### src/design/scs_pkg.sv
// ----------------------------------------------------------------------------
// scs_pkg
// Shared types and constants of the scan range segmenter: field widths,
// register indexes, the cluster record and the back-end state encoding.
// ----------------------------------------------------------------------------
package scs_pkg;

  // Defaults of the top-level parameters
  localparam int unsigned MAX_SAMPLES = 4096;
  localparam int unsigned RANGE_BITS  = 16;

  // Field widths
  localparam int unsigned RANGE_W = 16;
  localparam int unsigned IDX_W   = 12;
  localparam int unsigned COUNT_W = 13;
  localparam int unsigned GAP_W   = 12;
  localparam int unsigned SUM_W   = RANGE_W + IDX_W;   // 4096 samples of 16 bits

  // Largest number of samples in one cluster
  localparam logic [COUNT_W-1:0] CLUSTER_CAP = 13'd4096;

  // Configuration port
  localparam int unsigned CFG_IDX_W  = 4;
  localparam int unsigned CFG_DATA_W = 16;
  localparam logic [CFG_IDX_W-1:0] CFG_JUMP_THRESHOLD = 4'd0;
  localparam logic [CFG_IDX_W-1:0] CFG_GAP_LIMIT      = 4'd1;
  localparam logic [RANGE_W-1:0]   JUMP_RESET = 16'd100;
  localparam logic [GAP_W-1:0]     GAP_RESET  = 12'd5;

  // Record queue between front and back end
  localparam int unsigned QUEUE_DEPTH = 4;
  localparam int unsigned QPTR_W      = $clog2(QUEUE_DEPTH);
  localparam int unsigned QCNT_W      = $clog2(QUEUE_DEPTH + 1);

  // Mean divider: quotient bits retired per cycle and cycles per division
  localparam int unsigned DIV_RADIX = 4;
  localparam int unsigned DIV_STEPS = (SUM_W + DIV_RADIX - 1) / DIV_RADIX;
  localparam int unsigned DIV_W     = DIV_STEPS * DIV_RADIX;
  localparam int unsigned STEP_W    = $clog2(DIV_STEPS);

  // One closed cluster, before the mean is taken
  typedef struct packed {
    logic [SUM_W-1:0]   sum;
    logic [COUNT_W-1:0] count;
    logic [IDX_W-1:0]   first;
    logic [IDX_W-1:0]   last;
    logic               done;
    logic               last_of_run;
  } rec_t;

  // Records written by the front end in one cycle
  typedef struct packed {
    logic [1:0] cnt;
    rec_t       rec_a;
    rec_t       rec_b;
  } push_t;

  // Queue status seen by both ends
  typedef struct packed {
    logic room2;     // space for two records
    logic nonempty;
  } q_status_t;

  typedef enum logic [1:0] {
    BACK_IDLE,
    BACK_DIV,
    BACK_WAIT
  } back_state_e;

endpackage

### src/design/scan_range_segmenter.sv
// ----------------------------------------------------------------------------
// scan_range_segmenter
// Jump-distance segmentation of one lidar scan into clusters with mean
// range, sample count and first and last index.
// ----------------------------------------------------------------------------
// The front end takes one sample per cycle as long as the record queue
// (four entries) has room for two records; a sample closes at most one
// cluster and flushes at most one at scan end. For each reported cluster
// the back end first takes the record, then runs the mean divider, which
// retires four quotient bits per cycle over the 28-bit range sum. It takes
// the next record only once the result has gone to the output register; a
// finished cluster waits in the output register while the next is divided.
// Configuration registers: index 0 jump threshold (mm, reset 100), index 1
// gap limit (samples, reset 5); other indexes are ignored. Write them only
// while no sample is in flight.
// ----------------------------------------------------------------------------
module scan_range_segmenter #(
  parameter int unsigned MaxSamples = scs_pkg::MAX_SAMPLES,
  parameter int unsigned RangeBits  = scs_pkg::RANGE_BITS
) (
  input  logic                           clk_i,
  input  logic                           rst_ni,
  input  logic                           cfg_valid,
  output logic                           cfg_ready,
  input  logic [scs_pkg::CFG_IDX_W-1:0]  cfg_index_i,
  input  logic [scs_pkg::CFG_DATA_W-1:0] cfg_data_i,
  input  logic                           push,
  output logic                           full,
  input  logic [scs_pkg::RANGE_W-1:0]    range_mm_i,
  input  logic                           range_valid_i,
  input  logic                           scan_end_i,
  output logic                           empty,
  input  logic                           pop,
  output logic [scs_pkg::RANGE_W-1:0]    mean_range_o,
  output logic [scs_pkg::COUNT_W-1:0]    sample_count_o,
  output logic [scs_pkg::IDX_W-1:0]      first_index_o,
  output logic [scs_pkg::IDX_W-1:0]      final_index_o,
  output logic                           scan_done_o,
  output logic                           last_of_run_o
);
  import scs_pkg::*;

  push_t     q_push;
  q_status_t q_status;
  rec_t      q_head;
  logic      q_pop;

  scs_front #(
    .MaxSamples (MaxSamples),
    .RangeBits  (RangeBits)
  ) u_front (
    .clk_i         (clk_i),
    .rst_ni        (rst_ni),
    .cfg_valid     (cfg_valid),
    .cfg_ready     (cfg_ready),
    .cfg_index_i   (cfg_index_i),
    .cfg_data_i    (cfg_data_i),
    .push          (push),
    .full          (full),
    .range_mm_i    (range_mm_i),
    .range_valid_i (range_valid_i),
    .scan_end_i    (scan_end_i),
    .q_status_i    (q_status),
    .q_push_o      (q_push)
  );

  scs_queue u_queue (
    .clk_i      (clk_i),
    .rst_ni     (rst_ni),
    .q_push_i   (q_push),
    .q_pop_i    (q_pop),
    .q_head_o   (q_head),
    .q_status_o (q_status)
  );

  scs_back u_back (
    .clk_i          (clk_i),
    .rst_ni         (rst_ni),
    .q_head_i       (q_head),
    .q_status_i     (q_status),
    .q_pop_o        (q_pop),
    .empty          (empty),
    .pop            (pop),
    .mean_range_o   (mean_range_o),
    .sample_count_o (sample_count_o),
    .first_index_o  (first_index_o),
    .final_index_o  (final_index_o),
    .scan_done_o    (scan_done_o),
    .last_of_run_o  (last_of_run_o)
  );

endmodule

### src/design/scs_front.sv
// ----------------------------------------------------------------------------
// scs_front
// Sample classifier: holds the configuration and the open cluster, decides
// per sample whether it joins, closes or flushes, and writes records.
// ----------------------------------------------------------------------------
module scs_front #(
  parameter int unsigned MaxSamples = scs_pkg::MAX_SAMPLES,
  parameter int unsigned RangeBits  = scs_pkg::RANGE_BITS
) (
  input  logic                             clk_i,
  input  logic                             rst_ni,
  input  logic                             cfg_valid,
  output logic                             cfg_ready,
  input  logic [scs_pkg::CFG_IDX_W-1:0]    cfg_index_i,
  input  logic [scs_pkg::CFG_DATA_W-1:0]   cfg_data_i,
  input  logic                             push,
  output logic                             full,
  input  logic [scs_pkg::RANGE_W-1:0]      range_mm_i,
  input  logic                             range_valid_i,
  input  logic                             scan_end_i,
  input  scs_pkg::q_status_t               q_status_i,
  output scs_pkg::push_t                   q_push_o
);
  import scs_pkg::*;

  localparam int unsigned IW = $clog2(MaxSamples);
  localparam int unsigned RW = (RangeBits < RANGE_W) ? RangeBits : RANGE_W;
  localparam int unsigned DW = (IW + 1 > GAP_W) ? IW + 1 : GAP_W;
  localparam logic [RANGE_W-1:0] RangeMask = RANGE_W'((64'd1 << RW) - 64'd1);

  logic [RANGE_W-1:0] jump_q, jump_d;
  logic [GAP_W-1:0]   gap_q, gap_d;
  logic [SUM_W-1:0]   sum_q, sum_d, v_sum;
  logic [COUNT_W-1:0] size_q, size_d, v_size;
  logic [RANGE_W-1:0] prev_q, prev_d, v_prev;
  logic [IW-1:0]      pvi_q, pvi_d, v_pvi;
  logic [IW-1:0]      si_q, si_d;
  logic [IW-1:0]      cs_q, cs_d, v_cs;
  logic               open_q, open_d, v_open;

  logic               accept;
  logic [RANGE_W-1:0] r, diff;
  logic [IW:0]        idx_dist, si_inc;
  logic               joins, close_rec;
  logic [IW+IDX_W-1:0] cs_ext, pvi_ext, v_cs_ext, v_pvi_ext;
  rec_t               rec_close, rec_flush;

  assign cfg_ready = 1'b1;
  assign full      = !q_status_i.room2;
  assign accept    = push && !full;

  // Configuration writes
  always_comb begin
    jump_d = jump_q;
    gap_d  = gap_q;
    if (cfg_valid) begin
      unique case (cfg_index_i)
        CFG_JUMP_THRESHOLD: jump_d = cfg_data_i[RANGE_W-1:0];
        CFG_GAP_LIMIT:      gap_d  = cfg_data_i[GAP_W-1:0];
        default: ;
      endcase
    end
  end

  // Join test against the previous valid sample
  always_comb begin
    r    = range_mm_i & RangeMask;
    diff = (r >= prev_q) ? r - prev_q : prev_q - r;
    if (si_q >= pvi_q) begin
      idx_dist = {1'b0, si_q} - {1'b0, pvi_q};
    end else begin
      idx_dist = {1'b0, si_q} + (IW+1)'(MaxSamples) - {1'b0, pvi_q};
    end
    joins = open_q && (diff <= jump_q) && (DW'(idx_dist) <= DW'(gap_q)) &&
            (size_q < CLUSTER_CAP);
    close_rec = range_valid_i && open_q && !joins;
  end

  // Cluster state after the sample, before any end-of-scan clear
  always_comb begin
    v_sum  = sum_q;
    v_size = size_q;
    v_prev = prev_q;
    v_pvi  = pvi_q;
    v_cs   = cs_q;
    v_open = open_q;
    if (range_valid_i) begin
      if (joins) begin
        v_sum  = sum_q + SUM_W'(r);
        v_size = size_q + COUNT_W'(1);
      end else begin
        v_sum  = SUM_W'(r);
        v_size = COUNT_W'(1);
        v_cs   = si_q;
        v_open = 1'b1;
      end
      v_prev = r;
      v_pvi  = si_q;
    end
  end

  // Records: a close from the old cluster, a flush from the new state
  always_comb begin
    cs_ext    = {{IDX_W{1'b0}}, cs_q};
    pvi_ext   = {{IDX_W{1'b0}}, pvi_q};
    v_cs_ext  = {{IDX_W{1'b0}}, v_cs};
    v_pvi_ext = {{IDX_W{1'b0}}, v_pvi};

    rec_close.sum         = sum_q;
    rec_close.count       = size_q;
    rec_close.first       = cs_ext[IDX_W-1:0];
    rec_close.last        = pvi_ext[IDX_W-1:0];
    rec_close.done        = 1'b0;
    rec_close.last_of_run = !(scan_end_i && v_open);

    rec_flush.sum         = v_sum;
    rec_flush.count       = v_size;
    rec_flush.first       = v_cs_ext[IDX_W-1:0];
    rec_flush.last        = v_pvi_ext[IDX_W-1:0];
    rec_flush.done        = 1'b1;
    rec_flush.last_of_run = 1'b1;

    q_push_o.rec_a = close_rec ? rec_close : rec_flush;
    q_push_o.rec_b = rec_flush;
    q_push_o.cnt   = 2'd0;
    if (accept) begin
      q_push_o.cnt = {1'b0, close_rec} + {1'b0, scan_end_i && v_open};
    end
  end

  // Next cluster state
  always_comb begin
    si_inc = {1'b0, si_q} + (IW+1)'(1);
    sum_d  = sum_q;
    size_d = size_q;
    prev_d = prev_q;
    pvi_d  = pvi_q;
    cs_d   = cs_q;
    open_d = open_q;
    si_d   = si_q;
    if (accept) begin
      if (scan_end_i) begin
        sum_d  = '0;
        size_d = '0;
        prev_d = '0;
        pvi_d  = '0;
        cs_d   = '0;
        open_d = 1'b0;
        si_d   = '0;
      end else begin
        sum_d  = v_sum;
        size_d = v_size;
        prev_d = v_prev;
        pvi_d  = v_pvi;
        cs_d   = v_cs;
        open_d = v_open;
        si_d   = (si_inc >= (IW+1)'(MaxSamples)) ? '0 : si_inc[IW-1:0];
      end
    end
  end

  always_ff @(posedge clk_i or negedge rst_ni) begin
    if (!rst_ni) begin
      jump_q <= JUMP_RESET;
      gap_q  <= GAP_RESET;
      sum_q  <= '0;
      size_q <= '0;
      prev_q <= '0;
      pvi_q  <= '0;
      cs_q   <= '0;
      open_q <= 1'b0;
      si_q   <= '0;
    end else begin
      jump_q <= jump_d;
      gap_q  <= gap_d;
      sum_q  <= sum_d;
      size_q <= size_d;
      prev_q <= prev_d;
      pvi_q  <= pvi_d;
      cs_q   <= cs_d;
      open_q <= open_d;
      si_q   <= si_d;
    end
  end

endmodule

### src/design/scs_queue.sv
// ----------------------------------------------------------------------------
// scs_queue
// Short record queue between classifier and divider; takes up to two
// records per cycle and gives one.
// ----------------------------------------------------------------------------
module scs_queue (
  input  logic               clk_i,
  input  logic               rst_ni,
  input  scs_pkg::push_t     q_push_i,
  input  logic               q_pop_i,
  output scs_pkg::rec_t      q_head_o,
  output scs_pkg::q_status_t q_status_o
);
  import scs_pkg::*;

  rec_t              entries_q [QUEUE_DEPTH];
  logic [QPTR_W-1:0] wptr_q, wptr_d, rptr_q, rptr_d, wptr_nxt;
  logic [QCNT_W-1:0] count_q, count_d;

  // Pointers and fill level
  always_comb begin
    wptr_nxt = wptr_q + QPTR_W'(1);
    wptr_d   = wptr_q + QPTR_W'(q_push_i.cnt);
    rptr_d   = rptr_q + QPTR_W'(q_pop_i);
    count_d  = count_q + QCNT_W'(q_push_i.cnt) - QCNT_W'(q_pop_i);
  end

  assign q_head_o            = entries_q[rptr_q];
  assign q_status_o.nonempty = (count_q != '0);
  assign q_status_o.room2    = (count_q <= QCNT_W'(QUEUE_DEPTH - 2));

  // Storage
  always_ff @(posedge clk_i) begin
    if (q_push_i.cnt != 2'd0) begin
      entries_q[wptr_q] <= q_push_i.rec_a;
    end
    if (q_push_i.cnt == 2'd2) begin
      entries_q[wptr_nxt] <= q_push_i.rec_b;
    end
  end

  always_ff @(posedge clk_i or negedge rst_ni) begin
    if (!rst_ni) begin
      wptr_q  <= '0;
      rptr_q  <= '0;
      count_q <= '0;
    end else begin
      wptr_q  <= wptr_d;
      rptr_q  <= rptr_d;
      count_q <= count_d;
    end
  end

endmodule

### src/design/scs_back.sv
// ----------------------------------------------------------------------------
// scs_back
// Cluster finisher: takes a record, divides the range sum by the sample
// count DIV_RADIX quotient bits per cycle, and holds the result for transfer.
// ----------------------------------------------------------------------------
module scs_back (
  input  logic                          clk_i,
  input  logic                          rst_ni,
  input  scs_pkg::rec_t                 q_head_i,
  input  scs_pkg::q_status_t            q_status_i,
  output logic                          q_pop_o,
  output logic                          empty,
  input  logic                          pop,
  output logic [scs_pkg::RANGE_W-1:0]   mean_range_o,
  output logic [scs_pkg::COUNT_W-1:0]   sample_count_o,
  output logic [scs_pkg::IDX_W-1:0]     first_index_o,
  output logic [scs_pkg::IDX_W-1:0]     final_index_o,
  output logic                          scan_done_o,
  output logic                          last_of_run_o
);
  import scs_pkg::*;

  back_state_e        state_q, state_d;
  logic [STEP_W-1:0]  step_q, step_d;
  logic [DIV_W-1:0]   dvd_q, dvd_d, dvd_step;
  logic [COUNT_W-1:0] rem_q, rem_d, rem_step;
  rec_t               rec_q;
  logic               start, load_out, out_free;
  logic               out_valid_q, out_valid_d;
  logic [DIV_W-1:0]   quot_sel;
  logic [COUNT_W:0]   trial;

  // Quotient bits of one cycle, restoring division
  always_comb begin
    dvd_step = dvd_q;
    rem_step = rem_q;
    trial    = '0;
    for (int i = 0; i < DIV_RADIX; i++) begin
      trial    = {rem_step, dvd_step[DIV_W-1]};
      dvd_step = {dvd_step[DIV_W-2:0], 1'b0};
      if (trial >= {1'b0, rec_q.count}) begin
        trial       = trial - {1'b0, rec_q.count};
        dvd_step[0] = 1'b1;
      end
      rem_step = trial[COUNT_W-1:0];
    end
  end

  assign out_free = !out_valid_q || pop;

  // Next state
  always_comb begin
    state_d = state_q;
    unique case (state_q)
      BACK_IDLE: if (q_status_i.nonempty) state_d = BACK_DIV;
      BACK_DIV: begin
        if (step_q == STEP_W'(DIV_STEPS - 1)) begin
          state_d = out_free ? BACK_IDLE : BACK_WAIT;
        end
      end
      BACK_WAIT: if (out_free) state_d = BACK_IDLE;
      default:   state_d = BACK_IDLE;
    endcase
  end

  // Control outputs
  always_comb begin
    start    = 1'b0;
    load_out = 1'b0;
    quot_sel = dvd_step;
    unique case (state_q)
      BACK_IDLE: start = q_status_i.nonempty;
      BACK_DIV:  load_out = (step_q == STEP_W'(DIV_STEPS - 1)) && out_free;
      BACK_WAIT: begin
        load_out = out_free;
        quot_sel = dvd_q;
      end
      default: ;
    endcase
  end

  assign q_pop_o = start;

  // Divider datapath
  always_comb begin
    dvd_d  = dvd_q;
    rem_d  = rem_q;
    step_d = step_q;
    if (start) begin
      dvd_d  = DIV_W'(q_head_i.sum);
      rem_d  = '0;
      step_d = '0;
    end else if (state_q == BACK_DIV) begin
      dvd_d  = dvd_step;
      rem_d  = rem_step;
      step_d = step_q + STEP_W'(1);
    end
  end

  // Output register
  always_comb begin
    out_valid_d = out_valid_q;
    if (pop) out_valid_d = 1'b0;
    if (load_out) out_valid_d = 1'b1;
  end

  assign empty = !out_valid_q;

  always_ff @(posedge clk_i) begin
    dvd_q <= dvd_d;
    rem_q <= rem_d;
    if (start) rec_q <= q_head_i;
    if (load_out) begin
      mean_range_o   <= quot_sel[RANGE_W-1:0];
      sample_count_o <= rec_q.count;
      first_index_o  <= rec_q.first;
      final_index_o  <= rec_q.last;
      scan_done_o    <= rec_q.done;
      last_of_run_o  <= rec_q.last_of_run;
    end
  end

  always_ff @(posedge clk_i or negedge rst_ni) begin
    if (!rst_ni) begin
      state_q     <= BACK_IDLE;
      step_q      <= '0;
      out_valid_q <= 1'b0;
    end else begin
      state_q     <= state_d;
      step_q      <= step_d;
      out_valid_q <= out_valid_d;
    end
  end

endmodule

### config.mk
export PLATFORM = sky130hd
export DESIGN_NAME = scan_range_segmenter
export DESIGN_NICKNAME = d
export VERILOG_FILES = /design/src/design/scs_pkg.sv /design/src/design/scan_range_segmenter.sv /design/src/design/scs_front.sv /design/src/design/scs_queue.sv /design/src/design/scs_back.sv
export SDC_FILE = /design/constraint.sdc
export NUM_CORES = 1
export LEC_CHECK = 0
export ABC_AREA = 1
export ABC_CLOCK_PERIOD_IN_PS = 8200
export BUFFER_PORTS_ARGS = -buffer_cell sky130_fd_sc_hd__buf_2
export CAP_MARGIN = 10
export CORE_ASPECT_RATIO = 0.75
export CORE_UTILIZATION = 50
export DETAILED_ROUTE_END_ITERATION = 8
export PLACE_DENSITY_LB_ADDON = 0.15
export SLEW_MARGIN = 20
export SYNTH_ARGS = -nofsm -noshare
export SYNTH_HDL_FRONTEND = slang
export SYNTH_SLANG_ARGS = --single-unit
### constraint.sdc
create_clock -name clk_i -period 8.2 [get_ports clk_i]
set_clock_uncertainty 0.2 [all_clocks]
set_input_delay 0.82 -clock clk_i [delete_from_list [all_inputs] [get_ports clk_i]]
set_output_delay 0.82 -clock clk_i [all_outputs]
set_load 0.03 [all_outputs]
==> results.sh, run 1 <==
export IMPL_status="finished clean"
export IMPL_synth_top_area_cell="edfxtp_1"
export IMPL_critPathMaxStageDelay_ns=0.43
export IMPL_worstMarginPinSlew_ns=1.00
export IMPL_synth_cell_types=57
export IMPL_setup_violations=0
export IMPL_synth_seq_cells=538
export IMPL_first_global_vias=25400
export IMPL_yosysWarnings=0
export IMPL_synthesis_area_um2=32000
export IMPL_whs_ns=0.198
export IMPL_vias=27700
export IMPL_dr_pass1_iters=7
export IMPL_critPathLaunchType="register"
export IMPL_syn_area_per_cell_um2=8.36
export IMPL_htreeDepth=2
export IMPL_max_freq_mhz=132
export IMPL_crit_path_end_kind="register"
export IMPL_insertion_delay_ns=0.66
export IMPL_critPathArrivalTime_ns=7.89
export IMPL_cts_sinks=538
export IMPL_die_h_um=221
export IMPL_start_util=0.511
export IMPL_routed_wl_um=97600
export IMPL_antenna_found_initial=3
export IMPL_clk_pin_slew_ns=0.07
export IMPL_cts_max_path_buffers=3
export IMPL_rows=79
export IMPL_ios=101
export IMPL_drive_above_1_share=0.0968
export IMPL_min_path_type="in -> reg"
export IMPL_dieArea_um2=65100
export IMPL_yosys_top_cells_count="895 x nand2_1, 420 x inv_1, 382 x edfxtp_1, 299 x o21ai_0, 296 x nand3_1"
export IMPL_required_ns=8.50
export IMPL_port_buffer_count=99
export IMPL_grt_max_degree=83
export IMPL_drt_iter0_drc=2766
export IMPL_synthesis_nets=4033
export IMPL_min_period_ns=7.59
export IMPL_ant_nets=0
export IMPL_cts_tree="yes"
export IMPL_slew_headroom=0.328
export IMPL_synthTopCellsByArea="edfxtp_1 36%, nand2_1 10%, dfrtp_1 10%"
export IMPL_track_usage=0.296
export IMPL_synth_async_reset_ratio=0.251
export IMPL_cpMostUsedCell="nand2_1"
export IMPL_vias_per_cell=5.77
export IMPL_synth_edf_count=382
export IMPL_critPathMaxFanout=14
export IMPL_drc=0
export IMPL_routabilityCongestion=1.00
export IMPL_ys_flop_type="edfxtp_1"
export IMPL_drv_cap=0
export IMPL_areaGrowthSynthToFinish_pct=11.6
export IMPL_yosys_area_top_type_share=0.358
export IMPL_path_delay_family="simple AND/OR/NAND/NOR gates"
export IMPL_numCtsBuffers=54
export IMPL_slowest_stage="ha_1"
export IMPL_die_x_um=294
export IMPL_yosysSeqAreaShare=0.477
export IMPL_path_buf_inv=11
export IMPL_synthMostInstantiatedCell="nand2_1"
export IMPL_nets=4103
export IMPL_drt_wirelength_per_cell_um=20.3
export IMPL_hold_viol=0
export IMPL_clock_tree_root_cell="clkbuf_16"
export IMPL_critPathKind="reg -> reg"
export IMPL_synthCells=3829
export IMPL_dpl_hpwl_um=65800
export IMPL_coreArea_um2=62700
export IMPL_fin_crit_sh=0.925
export IMPL_slew_viol_final=0
export IMPL_grt_ovfl_total=0
export IMPL_grt_pass1_wl_um=150000
[registers in the layout, summed over array words and instances (netlist names), 3 cells and up]
name,count
u_queue.entries_q,268
u_back.rec_q,39
u_back.dvd_q,28
u_front.sum_q,28
u_back.mean_range_o,16
u_front.jump_q,16
u_front.prev_q,16
u_back.rem_q,13
u_back.sample_count_o,13
u_front.size_q,13
u_back.final_index_o,12
u_back.first_index_o,12
u_front.cs_q,12
u_front.gap_q,12
u_front.pvi_q,12
u_front.si_q,12
u_back.step_q,3
u_queue.count_q,3
[worst paths after layout]
kind / from / endpoint / slack, ns / depth (start not counted)
worst max-delay path: u_back.rec_q[28] / u_back.rem_q[9] / 0.61 / 53
worst min-delay path: pop / u_back.out_valid_q / 0.20 / 2
worst max register to register: u_back.rec_q[28] / u_back.rem_q[9] / 0.61 / 53
worst min register to register: u_back.rec_q[18] / u_back.first_index_o[4] / 0.22 / 0
max in group asynchronous: rst_ni / u_front.sum_q[17] / 6.11 / 3
min in group asynchronous: rst_ni / u_front.gap_q[11] / 0.39 / 2
[final cells by class]
class                   instances  area [um^2]
clock buffers                  63         1460
clock inverters                39          567
inverters                     429         1620
diodes                          1         2.50
multi-input cells            2691        14500
fillers                      5742        26900
repair buffers                185         1220
well taps                     850         1060
flip-flops and latches        538        15300
[cell families (layout without fill, tap and decap cells)]
kind of cell	count (synthesis)	in the layout	share of synthesized area
simple gates	1676	1676	0.229
compound gates	766	766	0.132
buf+inv	600	716	0.0733
flops	538	538	0.477
fa+ha+maj	161	161	0.0650
xor+xnor	87	87	0.0238
other cells	1	2	0.000117
[metrics by stage]
| stage | TNS, ns | cell area [um^2] | worst slack [ns] | instances | utilization |
|---|---|---|---|---|---|
| 2_1_floorplan | 0 | 32000 | 0.715 | 3829 | - |
| 3_3_place_gp | 0 | 33500 | 0.303 | 4680 | 0.534 |
| 3_5_place_dp | 0 | 33500 | 0.218 | 4680 | 0.534 |
| 4_1_cts | 0 | 35500 | 0.193 | 4783 | 0.567 |
| 5_1_grt | -0.00681 | 35700 | -0.00637 | 4795 | 0.570 |
| 6_report | 0 | 35700 | 0.612 | 4796 | 0.570 |
[routing by layer]
| layer | track usage | vias to the layer above | part of all wire |
|---|---|---|---|
| met3 | 0.0512 | 131 | 0.10 |
| met2 | 0.427 | 1302 | 0.42 |
| met1 | 0.461 | 13000 | 0.47 |
| met5 | 0 | - | 0.00013 |
| li1 | - | 13300 | - |
| met4 | 0.0643 | 2 | 0.017 |
[cell usage in the layout (no fill, tap or decap), types with 12 or more instances in the layout]
| cell | n |
|---|---|
| nand2_1 | 891 |
| inv_1 | 419 |
| edfxtp_1 | 382 |
| o21ai_0 | 297 |
| nand3_1 | 296 |
| nor2_1 | 283 |
| a21oi_1 | 196 |
| o22ai_1 | 184 |
| ha_1 | 146 |
| dfrtp_1 | 128 |
| buf_2 | 98 |
| nand4_1 | 92 |
| buf_4 | 79 |
| clkbuf_16 | 55 |
| xor2_1 | 52 |
| xnor2_1 | 35 |
| nor3_1 | 28 |
| a31oi_1 | 25 |
| nor2_2 | 23 |
| dfxtp_1 | 21 |
| o21ai_1 | 18 |
| clkinv_2 | 12 |
| bufinv_16 | 12 |
[repair_timing]
action	4_1_cts	5_1_grt
gates resized for setup	0	16
hold endpoints to repair	22	0
setup endpoints to repair	0	15
hold buffers	1	0
buffers inserted	0	11
Power of run 1 is left out: the tool's default activity adds up to more than one toggle a clock period on the data nets, which glitch-free logic cannot reach.
==> run 2, diff against run 1 <==
--- a/config.mk
+++ b/config.mk
@@ -6,13 +6,14 @@
 export NUM_CORES = 1
 export LEC_CHECK = 0
 export ABC_AREA = 1
-export ABC_CLOCK_PERIOD_IN_PS = 8200
+export ABC_CLOCK_PERIOD_IN_PS = 7700
 export BUFFER_PORTS_ARGS = -buffer_cell sky130_fd_sc_hd__buf_2
 export CAP_MARGIN = 10
 export CORE_ASPECT_RATIO = 0.75
 export CORE_UTILIZATION = 50
 export DETAILED_ROUTE_END_ITERATION = 8
-export PLACE_DENSITY_LB_ADDON = 0.15
+export MAX_ROUTING_LAYER = met4
+export PLACE_DENSITY = 0.64
 export SLEW_MARGIN = 20
 export SYNTH_ARGS = -nofsm -noshare
 export SYNTH_HDL_FRONTEND = slang
==> constraint.sdc (replaced) <==
create_clock -name clk_i -period 7.7 [get_ports clk_i]
set_clock_uncertainty 0.2 [all_clocks]
set_input_delay 0.77 -clock clk_i [delete_from_list [all_inputs] [get_ports clk_i]]
set_output_delay 0.77 -clock clk_i [all_outputs]
set_load 0.03 [all_outputs]
==> results.sh, run 2 (synthesized netlist as in run 1, its figures left out) <==
export IMPL_critPathMaxStageDelay_ns=0.43
export IMPL_clock_tree_root_cell="clkbuf_16"
export IMPL_cts_sinks=538
export IMPL_numCtsBuffers=54
export IMPL_first_global_vias=26200
export IMPL_dpl_hpwl_um=68800
export IMPL_clk_pin_slew_ns=0.06
export IMPL_htreeDepth=2
export IMPL_coreArea_um2=62700
export IMPL_drive_above_1_share=0.109
export IMPL_cts_tree="yes"
export IMPL_cpMostUsedCell="nand2_1"
export IMPL_num_fill_cells=5751
export IMPL_grt_ovfl_total=0
export IMPL_holdPathStages=2
export IMPL_ant_nets=0
export IMPL_start_util=0.511
export IMPL_path_depth=51
export IMPL_reg_largest_list="u_queue.entries_q: 268 flops, u_back.rec_q: 39 flops"
export IMPL_antenna_found_initial=5
export IMPL_path_buf_inv=11
export IMPL_critPathMaxFanout=10
export IMPL_insertion_delay_ns=0.64
export IMPL_largest_reg_flops=268
export IMPL_ios=101
export IMPL_critPathArrivalTime_ns=7.51
export IMPL_mostFrequentLayoutCells="885 x nand2_1, 412 x inv_1, 382 x edfxtp_1, 297 x o21ai_0, 295 x nand3_1"
export IMPL_crit_path_end_kind="register"
export IMPL_drt_wirelength_per_cell_um=20.8
export IMPL_drv_cap=0
export IMPL_register_area_um2=15300
export IMPL_dr_pass1_iters=6
export IMPL_fin_crit_sh=0.937
export IMPL_critPathKind="reg -> reg"
export IMPL_routabilityCongestion=1.04
export IMPL_drt_iter0_drc=3068
export IMPL_die_h_um=221
export IMPL_grt_pass1_wl_um=154000
export IMPL_placed_cells=4720
export IMPL_rows=79
export IMPL_min_period_ns=7.22
export IMPL_setup_violations=0
export IMPL_setup_ws_ns=0.484
export IMPL_max_freq_mhz=139
export IMPL_dieArea_um2=65100
export IMPL_critPathLaunchType="register"
export IMPL_place_ws_ns=0.299
export IMPL_hold_viol=0
export IMPL_slew_headroom=0.323
export IMPL_die_x_um=294
export IMPL_grt_max_degree=75
export IMPL_nets=4137
export IMPL_slowest_stage="fa_2"
export IMPL_min_path_type="in -> reg"
export IMPL_cts_max_path_buffers=3
export IMPL_drc=0
export IMPL_required_ns=8.00
export IMPL_path_delay_family="simple AND/OR/NAND/NOR gates"
export IMPL_largest_register="u_queue.entries_q"
export IMPL_routed_wl_um=100000
export IMPL_layout_commonest_cell="nand2_1"
export IMPL_track_usage=0.315
export IMPL_r2r_worst_path_cells=51
export IMPL_multi_input_area_um2=14700
export IMPL_port_buffer_count=99
export IMPL_vias_per_cell=5.82
export IMPL_final_cells=4831
export IMPL_vias=28100
export IMPL_worstMarginPinSlew_ns=1.01
export IMPL_slew_viol_final=0
export IMPL_areaGrowthSynthToFinish_pct=12.2
export IMPL_status="finished clean"
[run 2: routing by layer]
metal | wire (um) | GRT usage | vias to the layer above | part of all wire
met4 | 1600 | 0.0679 | 0 | 0.016
met3 | 9940 | 0.0510 | 137 | 0.099
met5 | 0 | - | - | 0
met2 | 42000 | 0.437 | 1287 | 0.42
met1 | 46900 | 0.479 | 13400 | 0.47
li1 | - | - | 13300 | -
[run 2: per-stage QoR]
step	hold slack (ns)	setup TNS [ns]	cell area, um^2	utilization
after floorplan	0.200	0	32000	-
after global placement	0.202	0	33800	0.540
after detailed placement	0.205	0	33800	0.540
after CTS	0.122	0	35700	0.569
after global routing	0.157	-0.640	35900	0.573
final	0.152	0	35900	0.573
[run 2: final timing paths]
| check | to | from | slack (ns) |
|---|---|---|---|
| min in group asynchronous | u_front.gap_q[11] | rst_ni | 0.49 |
| max in group asynchronous | u_front.sum_q[17] | rst_ni | 5.30 |
| max reg2reg | u_back.rem_q[3] | u_back.dvd_q[27] | 0.48 |
| min | u_back.out_valid_q | pop | 0.15 |
| min reg2reg | u_back.first_index_o[6] | u_back.rec_q[20] | 0.22 |
| max | u_back.rem_q[3] | u_back.dvd_q[27] | 0.48 |
[run 2: cell type report]
cell class                 count  area share
timing repair buffer         218      0.0414
tap                          850      0.0296
clock inverter                38      0.0111
inverter                     429      0.0449
multi-input combinational   2692       0.408
sequential                   538       0.425
antenna                        2    0.000139
clock buffer                  64      0.0395
[run 2: timing repair]
item / 4_1_cts / 5_1_grt
gates resized for setup: 0 / 45
hold buffers: 1 / 0
setup buffers: 0 / 4
setup endpoints to repair: 0 / 15
hold endpoints to repair: 21 / 0
Power of run 2 is left out for the same reason.
